<file path="src/design/sl_pkg.sv">
// ============================================================================
// sl_pkg - shared types, codes and helpers for the script lexer
// Token codes, scan modes, character classes and token builders.
// ============================================================================
package sl_pkg;

    localparam int OFFSET_BITS = 32;
    localparam int LINE_BITS   = 24;

    localparam int TYPE_W = 6;
    localparam int ERR_W  = 2;
    localparam int OFS_W  = 32;
    localparam int LEN_W  = 32;
    localparam int LN_W   = 24;

    localparam int BURST_MAX  = 3;
    localparam int FIFO_DEPTH = 8;
    localparam int FIFO_AW    = $clog2(FIFO_DEPTH);
    localparam int FIFO_CW    = $clog2(FIFO_DEPTH + 1);

    typedef logic [OFFSET_BITS-1:0] pos_t;
    typedef logic [LINE_BITS-1:0]   line_t;
    typedef logic [TYPE_W-1:0]      ttype_t;
    typedef logic [ERR_W-1:0]       err_t;

    localparam logic KIND_CHAR = 1'b0;
    localparam logic KIND_END  = 1'b1;

    localparam ttype_t T_LPAREN    = 6'd0;
    localparam ttype_t T_RPAREN    = 6'd1;
    localparam ttype_t T_LBRACE    = 6'd2;
    localparam ttype_t T_RBRACE    = 6'd3;
    localparam ttype_t T_COMMA     = 6'd4;
    localparam ttype_t T_DOT       = 6'd5;
    localparam ttype_t T_MINUS     = 6'd6;
    localparam ttype_t T_PLUS      = 6'd7;
    localparam ttype_t T_SEMI      = 6'd8;
    localparam ttype_t T_SLASH     = 6'd9;
    localparam ttype_t T_STAR      = 6'd10;
    localparam ttype_t T_BANG      = 6'd11;
    localparam ttype_t T_BANG_EQ   = 6'd12;
    localparam ttype_t T_EQUAL     = 6'd13;
    localparam ttype_t T_EQUAL_EQ  = 6'd14;
    localparam ttype_t T_GREATER   = 6'd15;
    localparam ttype_t T_GREATER_EQ = 6'd16;
    localparam ttype_t T_LESS      = 6'd17;
    localparam ttype_t T_LESS_EQ   = 6'd18;
    localparam ttype_t T_IDENT     = 6'd19;
    localparam ttype_t T_STRING    = 6'd20;
    localparam ttype_t T_NUMBER    = 6'd21;
    localparam ttype_t T_AND       = 6'd22;
    localparam ttype_t T_CLASS     = 6'd23;
    localparam ttype_t T_ELSE      = 6'd24;
    localparam ttype_t T_FALSE     = 6'd25;
    localparam ttype_t T_FOR       = 6'd26;
    localparam ttype_t T_FN        = 6'd27;
    localparam ttype_t T_IF        = 6'd28;
    localparam ttype_t T_NIL       = 6'd29;
    localparam ttype_t T_OR        = 6'd30;
    localparam ttype_t T_PRINT     = 6'd31;
    localparam ttype_t T_RETURN    = 6'd32;
    localparam ttype_t T_SUPER     = 6'd33;
    localparam ttype_t T_THIS      = 6'd34;
    localparam ttype_t T_TRUE      = 6'd35;
    localparam ttype_t T_VAR       = 6'd36;
    localparam ttype_t T_WHILE     = 6'd37;
    localparam ttype_t T_ERROR     = 6'd38;
    localparam ttype_t T_EOF       = 6'd39;

    localparam err_t E_NONE       = 2'd0;
    localparam err_t E_UNTERM     = 2'd1;
    localparam err_t E_UNEXPECTED = 2'd2;

    localparam logic [7:0] CH_TAB   = 8'h09;
    localparam logic [7:0] CH_LF    = 8'h0A;
    localparam logic [7:0] CH_CR    = 8'h0D;
    localparam logic [7:0] CH_SPACE = 8'h20;
    localparam logic [7:0] CH_QUOTE = 8'h22;
    localparam logic [7:0] CH_NUL   = 8'h00;

    typedef enum logic [2:0] {
        M_IDLE,
        M_WORD,
        M_INT,
        M_DOT,
        M_FRAC,
        M_STR,
        M_COMMENT,
        M_OP
    } mode_t;

    typedef enum logic [2:0] {
        OP_NONE,
        OP_BANG,
        OP_EQUAL,
        OP_LESS,
        OP_GREATER,
        OP_SLASH
    } op_t;

    typedef struct packed {
        logic              last;
        logic [LN_W-1:0]   line_number;
        logic [LEN_W-1:0]  token_length;
        logic [OFS_W-1:0]  start_offset;
        err_t              error_kind;
        ttype_t            token_type;
    } tok_t;

    typedef struct packed {
        tok_t [BURST_MAX-1:0] tokens;
        logic [1:0]           count;
    } burst_t;

    function automatic logic is_alpha(input logic [7:0] c);
        return (c inside {["a":"z"], ["A":"Z"], "_"});
    endfunction

    function automatic logic is_digit(input logic [7:0] c);
        return (c inside {["0":"9"]});
    endfunction

    function automatic tok_t make_tok(input ttype_t ttype, input err_t err,
                                      input pos_t start, input pos_t stop,
                                      input line_t line);
        tok_t        t;
        pos_t        len;
        logic [63:0] len64;
        logic [63:0] start64;
        logic [31:0] line32;
        len     = stop - start;
        len64   = 64'(len);
        start64 = 64'(start);
        line32  = 32'(line);
        t.last         = 1'b0;
        t.token_type   = ttype;
        t.error_kind   = err;
        t.start_offset = start64[OFS_W-1:0];
        t.token_length = (len64 > 64'(32'hFFFF_FFFF)) ? '1 : len64[LEN_W-1:0];
        t.line_number  = (line32 > 32'(24'hFF_FFFF)) ? '1 : line32[LN_W-1:0];
        return t;
    endfunction

    function automatic ttype_t keyword_type(input logic [5:0][7:0] prefix,
                                            input logic too_long, input pos_t len);
        logic [47:0] w6;
        logic [39:0] w5;
        logic [31:0] w4;
        logic [23:0] w3;
        logic [15:0] w2;
        ttype_t      r;
        w6 = {prefix[0], prefix[1], prefix[2], prefix[3], prefix[4], prefix[5]};
        w5 = w6[47:8];
        w4 = w6[47:16];
        w3 = w6[47:24];
        w2 = w6[47:32];
        r  = T_IDENT;
        if (!too_long && len <= pos_t'(6))
        begin
            case (len[2:0])
                3'd2:
                begin
                    if (w2 == "fn") r = T_FN;
                    else if (w2 == "if") r = T_IF;
                    else if (w2 == "or") r = T_OR;
                end
                3'd3:
                begin
                    if (w3 == "and") r = T_AND;
                    else if (w3 == "for") r = T_FOR;
                    else if (w3 == "nil") r = T_NIL;
                    else if (w3 == "var") r = T_VAR;
                end
                3'd4:
                begin
                    if (w4 == "else") r = T_ELSE;
                    else if (w4 == "this") r = T_THIS;
                    else if (w4 == "true") r = T_TRUE;
                end
                3'd5:
                begin
                    if (w5 == "class") r = T_CLASS;
                    else if (w5 == "false") r = T_FALSE;
                    else if (w5 == "print") r = T_PRINT;
                    else if (w5 == "super") r = T_SUPER;
                    else if (w5 == "while") r = T_WHILE;
                end
                3'd6:
                begin
                    if (w6 == "return") r = T_RETURN;
                end
                default: r = T_IDENT;
            endcase
        end
        return r;
    endfunction

endpackage

</file>
<file path="src/design/sl_core.sv">
// ============================================================================
// sl_core - scanner state and per-byte token decode
// Holds scan state; for each accepted byte produces a burst of 0..3 tokens.
// ============================================================================
module sl_core
    import sl_pkg::*;
(
    input  logic       clk,
    input  logic       rst_n,
    input  logic       accept,
    input  logic       kind,
    input  logic [7:0] char_byte,
    output burst_t     burst
);

    mode_t            mode_reg, mode_next;
    op_t              op_reg, op_next;
    pos_t             position_reg, position_next;
    pos_t             begin_reg, begin_next;
    line_t            line_reg, line_next;
    logic [5:0][7:0]  prefix_reg, prefix_next;
    logic             too_long_reg, too_long_next;

    logic  end_item;
    pos_t  pos1;
    pos_t  dotpos;
    pos_t  word_len;
    logic  alnum;
    logic  digit;
    logic  use_flush;
    logic  use_unterm;
    logic  idle_go;
    logic  tail_eof;
    logic  tail_string;
    logic  tail_double;
    logic  op_single;

    always_comb
    begin
        end_item   = (kind == KIND_END) || (char_byte == CH_NUL);
        pos1       = position_reg + pos_t'(1);
        dotpos     = position_reg - pos_t'(1);
        word_len   = position_reg - begin_reg;
        alnum      = is_alpha(char_byte) || is_digit(char_byte);
        digit      = is_digit(char_byte);
        op_single  = (op_reg inside {OP_BANG, OP_EQUAL, OP_LESS, OP_GREATER});
        use_flush   = 1'b0;
        use_unterm  = 1'b0;
        idle_go     = 1'b0;
        tail_eof    = 1'b0;
        tail_string = 1'b0;
        tail_double = 1'b0;
        if (end_item)
        begin
            use_unterm = (mode_reg == M_STR);
            use_flush  = (mode_reg != M_STR);
            tail_eof   = 1'b1;
        end
        else
        begin
            case (mode_reg)
                M_WORD:
                begin
                    use_flush = !alnum;
                    idle_go   = !alnum;
                end
                M_INT:
                begin
                    use_flush = !digit && (char_byte != ".");
                    idle_go   = !digit && (char_byte != ".");
                end
                M_DOT, M_FRAC:
                begin
                    use_flush = !digit;
                    idle_go   = !digit;
                end
                M_STR:     tail_string = (char_byte == CH_QUOTE);
                M_COMMENT: idle_go = (char_byte == CH_LF);
                M_OP:
                begin
                    if (op_reg == OP_SLASH && char_byte == "/")
                    begin
                        use_flush = 1'b0;
                    end
                    else if (op_single && char_byte == "=")
                    begin
                        tail_double = 1'b1;
                    end
                    else
                    begin
                        use_flush = 1'b1;
                        idle_go   = 1'b1;
                    end
                end
                default:   idle_go = 1'b1;
            endcase
        end
    end

    // next state
    always_comb
    begin
        mode_next     = mode_reg;
        op_next       = op_reg;
        position_next = position_reg;
        begin_next    = begin_reg;
        line_next     = line_reg;
        prefix_next   = prefix_reg;
        too_long_next = too_long_reg;
        if (end_item)
        begin
            mode_next     = M_IDLE;
            op_next       = OP_NONE;
            position_next = '0;
            begin_next    = '0;
            line_next     = line_t'(1);
            too_long_next = 1'b0;
        end
        else
        begin
            position_next = pos1;
            if (use_flush)
            begin
                mode_next = M_IDLE;
                op_next   = OP_NONE;
            end
            case (mode_reg)
                M_WORD:
                begin
                    if (alnum)
                    begin
                        if (word_len < pos_t'(6)) prefix_next[word_len[2:0]] = char_byte;
                        else too_long_next = 1'b1;
                    end
                end
                M_INT:
                begin
                    if (char_byte == ".") mode_next = M_DOT;
                end
                M_DOT:
                begin
                    if (digit) mode_next = M_FRAC;
                end
                M_STR:
                begin
                    if (char_byte == CH_QUOTE) mode_next = M_IDLE;
                    else if (char_byte == CH_LF && line_reg != '1)
                        line_next = line_reg + line_t'(1);
                end
                M_OP:
                begin
                    if ((op_reg == OP_SLASH && char_byte == "/") || tail_double)
                    begin
                        mode_next = (tail_double) ? M_IDLE : M_COMMENT;
                        op_next   = OP_NONE;
                    end
                end
                default: ;
            endcase
            if (idle_go)
            begin
                begin_next = position_reg;
                mode_next  = M_IDLE;
                op_next    = OP_NONE;
                if (char_byte == CH_LF)
                begin
                    if (line_reg != '1) line_next = line_reg + line_t'(1);
                end
                else if (is_alpha(char_byte))
                begin
                    mode_next      = M_WORD;
                    prefix_next[0] = char_byte;
                    too_long_next  = 1'b0;
                end
                else if (digit)
                begin
                    mode_next = M_INT;
                end
                else
                begin
                    case (char_byte)
                        "!":      begin mode_next = M_OP; op_next = OP_BANG;    end
                        "=":      begin mode_next = M_OP; op_next = OP_EQUAL;   end
                        "<":      begin mode_next = M_OP; op_next = OP_LESS;    end
                        ">":      begin mode_next = M_OP; op_next = OP_GREATER; end
                        "/":      begin mode_next = M_OP; op_next = OP_SLASH;   end
                        CH_QUOTE: mode_next = M_STR;
                        default:  ;
                    endcase
                end
            end
        end
    end

    // token outputs
    tok_t       f0, f1, p0, p1, tl;
    logic [1:0] fc, pc;
    logic       tv;
    logic       idle_emit;
    ttype_t     idle_type;
    ttype_t     single_type, double_type;
    line_t      ln;

    always_comb
    begin
        ln = line_reg;
        case (op_reg)
            OP_BANG:    begin single_type = T_BANG;    double_type = T_BANG_EQ;    end
            OP_EQUAL:   begin single_type = T_EQUAL;   double_type = T_EQUAL_EQ;   end
            OP_LESS:    begin single_type = T_LESS;    double_type = T_LESS_EQ;    end
            OP_GREATER: begin single_type = T_GREATER; double_type = T_GREATER_EQ; end
            OP_SLASH:   begin single_type = T_SLASH;   double_type = T_SLASH;      end
            default:    begin single_type = T_SLASH;   double_type = T_SLASH;      end
        endcase

        f0 = make_tok(T_NUMBER, E_NONE, begin_reg, position_reg, ln);
        f1 = make_tok(T_DOT, E_NONE, dotpos, position_reg, ln);
        fc = 2'd0;
        case (mode_reg)
            M_WORD:
            begin
                f0 = make_tok(keyword_type(prefix_reg, too_long_reg, word_len), E_NONE,
                              begin_reg, position_reg, ln);
                fc = 2'd1;
            end
            M_INT, M_FRAC: fc = 2'd1;
            M_DOT:
            begin
                f0 = make_tok(T_NUMBER, E_NONE, begin_reg, dotpos, ln);
                fc = 2'd2;
            end
            M_OP:
            begin
                f0 = make_tok(single_type, E_NONE, begin_reg, position_reg, ln);
                fc = (op_reg != OP_NONE) ? 2'd1 : 2'd0;
            end
            default: fc = 2'd0;
        endcase

        p0 = f0;
        p1 = f1;
        pc = 2'd0;
        if (use_unterm)
        begin
            p0 = make_tok(T_ERROR, E_UNTERM, begin_reg, position_reg, ln);
            pc = 2'd1;
        end
        else if (use_flush)
        begin
            pc = fc;
        end

        idle_emit = 1'b1;
        case (char_byte)
            "(":     idle_type = T_LPAREN;
            ")":     idle_type = T_RPAREN;
            "{":     idle_type = T_LBRACE;
            "}":     idle_type = T_RBRACE;
            ",":     idle_type = T_COMMA;
            ".":     idle_type = T_DOT;
            "-":     idle_type = T_MINUS;
            "+":     idle_type = T_PLUS;
            ";":     idle_type = T_SEMI;
            "*":     idle_type = T_STAR;
            default:
            begin
                idle_type = T_ERROR;
                idle_emit = !(char_byte inside {CH_SPACE, CH_CR, CH_TAB, CH_LF, CH_QUOTE,
                                                "!", "=", "<", ">", "/"})
                            && !alnum;
            end
        endcase

        tv = 1'b1;
        tl = make_tok(T_EOF, E_NONE, position_reg, position_reg, ln);
        if (tail_string)
            tl = make_tok(T_STRING, E_NONE, begin_reg, pos1, ln);
        else if (tail_double)
            tl = make_tok(double_type, E_NONE, begin_reg, pos1, ln);
        else if (idle_go && idle_emit)
            tl = make_tok(idle_type, (idle_type == T_ERROR) ? E_UNEXPECTED : E_NONE,
                          position_reg, pos1, ln);
        else if (!tail_eof)
            tv = 1'b0;

        burst.tokens[0] = (pc != 2'd0) ? p0 : tl;
        burst.tokens[1] = (pc == 2'd2) ? p1 : tl;
        burst.tokens[2] = tl;
        burst.count     = pc + 2'(tv);
        burst.tokens[0].last = (burst.count == 2'd1);
        burst.tokens[1].last = (burst.count == 2'd2);
        burst.tokens[2].last = 1'b1;
    end

    always_ff @(posedge clk or negedge rst_n)
    begin
        if (!rst_n)
        begin
            mode_reg     <= M_IDLE;
            op_reg       <= OP_NONE;
            position_reg <= '0;
            begin_reg    <= '0;
            line_reg     <= line_t'(1);
            too_long_reg <= 1'b0;
        end
        else if (accept)
        begin
            mode_reg     <= mode_next;
            op_reg       <= op_next;
            position_reg <= position_next;
            begin_reg    <= begin_next;
            line_reg     <= line_next;
            too_long_reg <= too_long_next;
        end
    end

    always_ff @(posedge clk)
    begin
        if (accept) prefix_reg <= prefix_next;
    end

endmodule

</file>
<file path="src/design/script_lexer.sv">
// ============================================================================
// script_lexer - single-pass lexical scanner
// Source bytes in, tokens out, one byte per cycle while the output queue has room.
// ============================================================================
// Usage:
//   Slave stream: one source byte per transaction in s_axis_tdata, with
//   s_axis_tuser = 1 marking end of source (a zero byte also ends source).
//   Master stream: one token per transaction; s_axis_tlast-style flag
//   m_axis_tlast marks the last token caused by one input byte.
//   Each accepted byte is decoded in the cycle it is taken and yields 0..3
//   tokens, written into an 8-entry output queue. The tokens of a byte are
//   registered in the queue and reach the master side behind any earlier ones.
//   Throughput: one byte per cycle while the queue holds 5 or fewer tokens;
//   a byte that yields 2 or 3 tokens only releases tokens held back by the
//   bytes before it, so with the output at full rate the queue never holds
//   more than 3 tokens and the input never stalls.
//   The queue's output port drains one token per cycle while m_axis_tready is high.
//   When the receiver stalls, tokens wait in the queue and s_axis_tready
//   drops once fewer than 3 entries are free.
//   End of source flushes any pending token, emits EOF and returns the
//   scanner to its reset state (offset 0, line 1).
//   Reset clears the scanner state and empties the queue.
// ============================================================================
module script_lexer
    import sl_pkg::*;
(
    input  logic        clk,
    input  logic        rst_n,
    input  logic        s_axis_tvalid,
    output logic        s_axis_tready,
    input  logic [7:0]  s_axis_tdata,   // [7:0] char_byte
    input  logic        s_axis_tuser,   // [0] kind
    output logic        m_axis_tvalid,
    input  logic        m_axis_tready,
    output logic [95:0] m_axis_tdata,   // [5:0] token_type, [7:6] error_kind,
                                        // [39:8] start_offset, [71:40] token_length,
                                        // [95:72] line_number
    output logic        m_axis_tlast    // last
);

    burst_t             burst;
    logic               accept;
    logic               pop;
    tok_t               queue_reg [FIFO_DEPTH];
    logic [FIFO_AW-1:0] wr_ptr_reg, rd_ptr_reg;
    logic [FIFO_CW-1:0] count_reg, count_next;
    logic [FIFO_CW-1:0] push_n;
    tok_t               head;

    sl_core u_core (
        .clk       (clk),
        .rst_n     (rst_n),
        .accept    (accept),
        .kind      (s_axis_tuser),
        .char_byte (s_axis_tdata),
        .burst     (burst)
    );

    always_comb
    begin
        s_axis_tready = (count_reg <= FIFO_CW'(FIFO_DEPTH - BURST_MAX));
        accept        = s_axis_tvalid && s_axis_tready;
        m_axis_tvalid = (count_reg != '0);
        pop           = m_axis_tvalid && m_axis_tready;
        push_n        = accept ? FIFO_CW'(burst.count) : '0;
        count_next    = count_reg + push_n - FIFO_CW'(pop);
        head          = queue_reg[rd_ptr_reg];
        m_axis_tdata  = {head.line_number, head.token_length, head.start_offset,
                         head.error_kind, head.token_type};
        m_axis_tlast  = head.last;
    end

    always_ff @(posedge clk or negedge rst_n)
    begin
        if (!rst_n)
        begin
            wr_ptr_reg <= '0;
            rd_ptr_reg <= '0;
            count_reg  <= '0;
        end
        else
        begin
            wr_ptr_reg <= wr_ptr_reg + FIFO_AW'(push_n);
            rd_ptr_reg <= rd_ptr_reg + FIFO_AW'(pop);
            count_reg  <= count_next;
        end
    end

    always_ff @(posedge clk)
    begin
        for (int i = 0; i < BURST_MAX; i++)
        begin
            if (accept && (2'(i) < burst.count))
                queue_reg[wr_ptr_reg + FIFO_AW'(i)] <= burst.tokens[i];
        end
    end

endmodule

</file>
<file path="config.mk">
export PLATFORM = sky130hd
export DESIGN_NAME = script_lexer
export DESIGN_NICKNAME = d
export VERILOG_FILES = /design/src/design/sl_pkg.sv /design/src/design/sl_core.sv /design/src/design/script_lexer.sv
export SDC_FILE = /design/constraint.sdc
export NUM_CORES = 2
export LEC_CHECK = 0
export ABC_CLOCK_PERIOD_IN_PS = 17100
export BUFFER_PORTS_ARGS = -buffer_cell sky130_fd_sc_hd__buf_4
export CORE_ASPECT_RATIO = 0.75
export CORE_MARGIN = 3
export CORE_UTILIZATION = 40
export CTS_CLUSTER_SIZE = 14
export DETAILED_ROUTE_END_ITERATION = 12
export GPL_TIMING_DRIVEN = 0
export HOLD_SLACK_MARGIN = 0.1
export PLACE_DENSITY = 0.64
export SLEW_MARGIN = 20
export SYNTH_ARGS = -nofsm -noshare
export SYNTH_HDL_FRONTEND = slang
export SYNTH_SLANG_ARGS = --single-unit
</file>
<file path="constraint.sdc">
create_clock -name clk -period 17.1 [get_ports clk]
set_input_delay 0 -clock clk [delete_from_list [all_inputs] [get_ports clk]]
set_output_delay 0 -clock clk [all_outputs]
set_load 0.02 [all_outputs]
</file>
==> metrics.cfg <==
[setup_path]
critical-path-top-delay-family=compound AO/OA/AOI/OAI gates
cp.arrival_ps=10640
startpoint_type=primary input
critical-path-slowest-cell=sky130_fd_sc_hd__o31ai_1
crit_type=primary input to flop
cpPeakStageDelay_ps=980
critical_path.endpoint_type=flop
worstPathBufferInverterCount=7
critical_path_peak_fanout=10
required_ps=17600

[detailed_routing]
wirelength_met1_mm=116
ant_nets=0
first_pass_iters=8
postRouteWirelength_mm=289
route.met2.wl_mm=107
avgViaCountPerCell=6.91
highest_layer=met5
num_vias=54376
routed-wl-met3_mm=49.9
detailedRoute.firstIterationViolations=9827
route.detailed.drc=0
routedWlPerCell_um=36.8

[timing]
report.final.setup_viol=0
slew_headroom=0.0671
fmaxAchievable_mhz=98.7
setup_tns_ps=0
finalHoldWorstSlack_ps=179
hold_viol_final=0
slew_at_the_pin_closest_to_its_max_slew_limit_ps=1400
slew_viol_final=0
finalCritPeriodShare=0.592
rsz0062_at_grt=false
final.min_clock_period_ps=10130
fin_skew_ps=42.4

[min_path]
worstHoldPathType=primary input to flop

[logic_synthesis]
yosys.cell_types.count=106
synthesis.yosys.warnings=0
netlist_instances=5516
synth_enable_flop_cells=808
ys.flop_type=sky130_fd_sc_hd__edfxtp_1
ys_seq_elements=929
synth_sequential_area_ratio=0.462
synth_area_per_cell_sq_um=10.7
synth_nets=5702
synth_area_sq_um=58900
ys_async_sr_fraction=0.113

[clocking]
post_cts_resize_count=0
clk_root_buffer_cell=sky130_fd_sc_hd__clkbuf_16
cts_max_path_buffers=3
cts.reportedPaths.clkPinSlew_ps=60
clock_tree.htree_level_count=3
cts_tree=built
cts_made_buffers=100
clock-sinks=929
clock_latency_ps=770

[global_route]
grt_pass1_vias=49730
grt_max_degree=67
gr-total-overflow=0
overall_track_demand_over_capacity_in_global_routing=0.369
number_of_antenna_violations_at_the_first_check_in_global_routing=24
wire_length_of_the_first_global_routing_pass_mm=397

[floorplanning]
row_count=121
floorplan.core_area_sq_um=146000
chipWidth_um=449
die_h_um=338
i_o_pin_cnt=112
floorplan.initialDensity=0.404
die_area_sq_um=152000

[layout]
area_growth_syn_to_layout_pct=13.5
final_design_area_no_fill_sq_um=66800
finalNetCount=5983
drive_gt1_frac=0.141
final.fill_count=13797
largest_register_ffs=776

[outcome]
outcome=complete, no violations

[run]
drv_cap=0

[power_and_ir_drop]
vdd.ir_drop.worst_mv=0.110
report.power.total_w=0.0118
leakagePower_nw=23.1
cellPowerDensity_nw_per_um2=177

[placement]
gpl.final_weighted_congestion=1.11
buffer_ports.inserted=111
hpwl_mm=218
dpl_cell_area_sq_um=63200

[cells in the mapped netlist, types with 36 or more instances]
| master | instances | area share |
|---|---|---|
| sky130_fd_sc_hd__o22ai_1 | 62 | 0.0066 |
| sky130_fd_sc_hd__nor2b_1 | 36 | 0.0038 |
| sky130_fd_sc_hd__nand3_1 | 104 | 0.0088 |
| sky130_fd_sc_hd__clkbuf_1 | 348 | 0.022 |
| sky130_fd_sc_hd__nand2_1 | 788 | 0.050 |
| sky130_fd_sc_hd__o221ai_1 | 447 | 0.066 |
| sky130_fd_sc_hd__ha_1 | 167 | 0.035 |
| sky130_fd_sc_hd__mux2i_1 | 85 | 0.014 |
| sky130_fd_sc_hd__mux2_2 | 107 | 0.020 |
| sky130_fd_sc_hd__xnor2_1 | 166 | 0.025 |
| sky130_fd_sc_hd__mux4_2 | 194 | 0.074 |
| sky130_fd_sc_hd__nor2_1 | 291 | 0.019 |
| sky130_fd_sc_hd__inv_1 | 126 | 0.0080 |
| sky130_fd_sc_hd__nand4_1 | 40 | 0.0042 |
| sky130_fd_sc_hd__and2_1 | 216 | 0.023 |
| sky130_fd_sc_hd__a22oi_1 | 51 | 0.0065 |
| sky130_fd_sc_hd__o21ai_0 | 249 | 0.021 |
| sky130_fd_sc_hd__buf_1 | 40 | 0.0025 |
| sky130_fd_sc_hd__dfrtp_1 | 104 | 0.044 |
| sky130_fd_sc_hd__nor3_1 | 86 | 0.0073 |
| sky130_fd_sc_hd__xor2_1 | 89 | 0.013 |
| sky130_fd_sc_hd__edfxtp_1 | 808 | 0.41 |
| sky130_fd_sc_hd__a21oi_1 | 217 | 0.018 |
| sky130_fd_sc_hd__o21ai_1 | 68 | 0.0058 |
| sky130_fd_sc_hd__a21o_1 | 71 | 0.0091 |
[area by class of cell]
type	count	area, sq um	area share
clock inverter	67	654	0.00979
sequential	929	27200	0.407
inverter	131	493	0.00738
tap	1968	2460	0.0368
multi-input combinational	4050	29800	0.447
clock buffer	121	2610	0.0391
buffer	406	1670	0.0250
antenna	15	37.5	0.000562
timing repair buffer	179	1850	0.0277
[per-stage QoR]
stage          setup WS, ps  cells   util
5_1_grt                6810   7855  0.459
4_1_cts                7690   7850  0.458
6_report               6970   7866  0.459
3_3_place_gp           4230   7595  0.427
3_5_place_dp           7870   7640  0.434
2_1_floorplan         10060   5516      -
[tightest hold or removal path: stages]
cell and delay (ps):
sky130_fd_sc_hd__dlygate4sd3_1 530, sky130_fd_sc_hd__buf_4 150, sky130_fd_sc_hd__mux2_2 150
[cells by family after synthesis]
group	after synthesis	synth area share
buffers and inverters	537	0.0346
and+or+nand+nor	1775	0.142
xor gates and xnor gates	258	0.0388
AOI/OAI and AO/OA	1458	0.176
adders and majority gates	173	0.0375
muxes	386	0.109
DFF	929	0.462
[metal layers]
layer | vias to the layer above | track usage
met5 | - | 0
met4 | 6 | 0.168
met3 | 787 | 0.178
met2 | 4640 | 0.467
met1 | 27017 | 0.523
li1 | 21926 | -
[power by group]
group	total, W	switching [W]	leakage [nW]	internal (W)
logic	0.00679	0.00471	12.4	0.00207
registers	0.00278	0.0000720	9.06	0.00270
clock network	0.00225	0.00103	1.59	0.00122
total	0.0118	0.00581	23.1	0.00600
[placed cells by master, fill, tap and decap left out, types with 25 or more instances in the layout]
cell and n:
sky130_fd_sc_hd__o21a_1 26, sky130_fd_sc_hd__mux2i_1 83, sky130_fd_sc_hd__buf_4 117, sky130_fd_sc_hd__buf_2 32
sky130_fd_sc_hd__clkbuf_16 100, sky130_fd_sc_hd__nor2b_1 36, sky130_fd_sc_hd__o22ai_1 61, sky130_fd_sc_hd__a21oi_1 212
sky130_fd_sc_hd__mux2_2 107, sky130_fd_sc_hd__a22o_1 35, sky130_fd_sc_hd__edfxtp_1 808, sky130_fd_sc_hd__a22oi_1 51
sky130_fd_sc_hd__and3_1 34, sky130_fd_sc_hd__a21o_1 71, sky130_fd_sc_hd__nor3_1 82, sky130_fd_sc_hd__and2_1 216
sky130_fd_sc_hd__o21ai_0 242, sky130_fd_sc_hd__nand3_1 102, sky130_fd_sc_hd__inv_1 126, sky130_fd_sc_hd__clkbuf_2 65
sky130_fd_sc_hd__xnor2_1 166, sky130_fd_sc_hd__clkbuf_1 297, sky130_fd_sc_hd__nor2_1 283, sky130_fd_sc_hd__o21ai_1 68
sky130_fd_sc_hd__nor4_1 25, sky130_fd_sc_hd__xor2_1 89, sky130_fd_sc_hd__nand2_1 788, sky130_fd_sc_hd__a31oi_1 30
sky130_fd_sc_hd__buf_1 25, sky130_fd_sc_hd__nand4_1 40, sky130_fd_sc_hd__nand2b_1 32, sky130_fd_sc_hd__mux4_2 194
sky130_fd_sc_hd__ha_1 167, sky130_fd_sc_hd__o221ai_1 447, sky130_fd_sc_hd__dfrtp_1 104
[repair_timing]
item	CTS	global route
endpoints found under the setup margin	0	0
buffers inserted	0	0
endpoints found under the hold margin	155	0
hold buffers	22	0
[final timing paths]
check	startpoint	cells after the start	slack (ps)	end
setup / recovery	s_axis_tdata[3]	29	6970	queue_reg[5][69]
hold / removal	s_axis_tdata[6]	3	180	u_core.prefix_reg[6]
setup reg to reg	u_core.mode_reg[2]	25	7250	queue_reg[5][69]
hold reg to reg	queue_reg[0][96]	2	500	queue_reg[0][96]
max in group asynchronous	rst_n	4	16190	u_core.begin_reg[29]
min in group asynchronous	rst_n	4	360	u_core.begin_reg[2]
(Power assumes the default switching activity.)
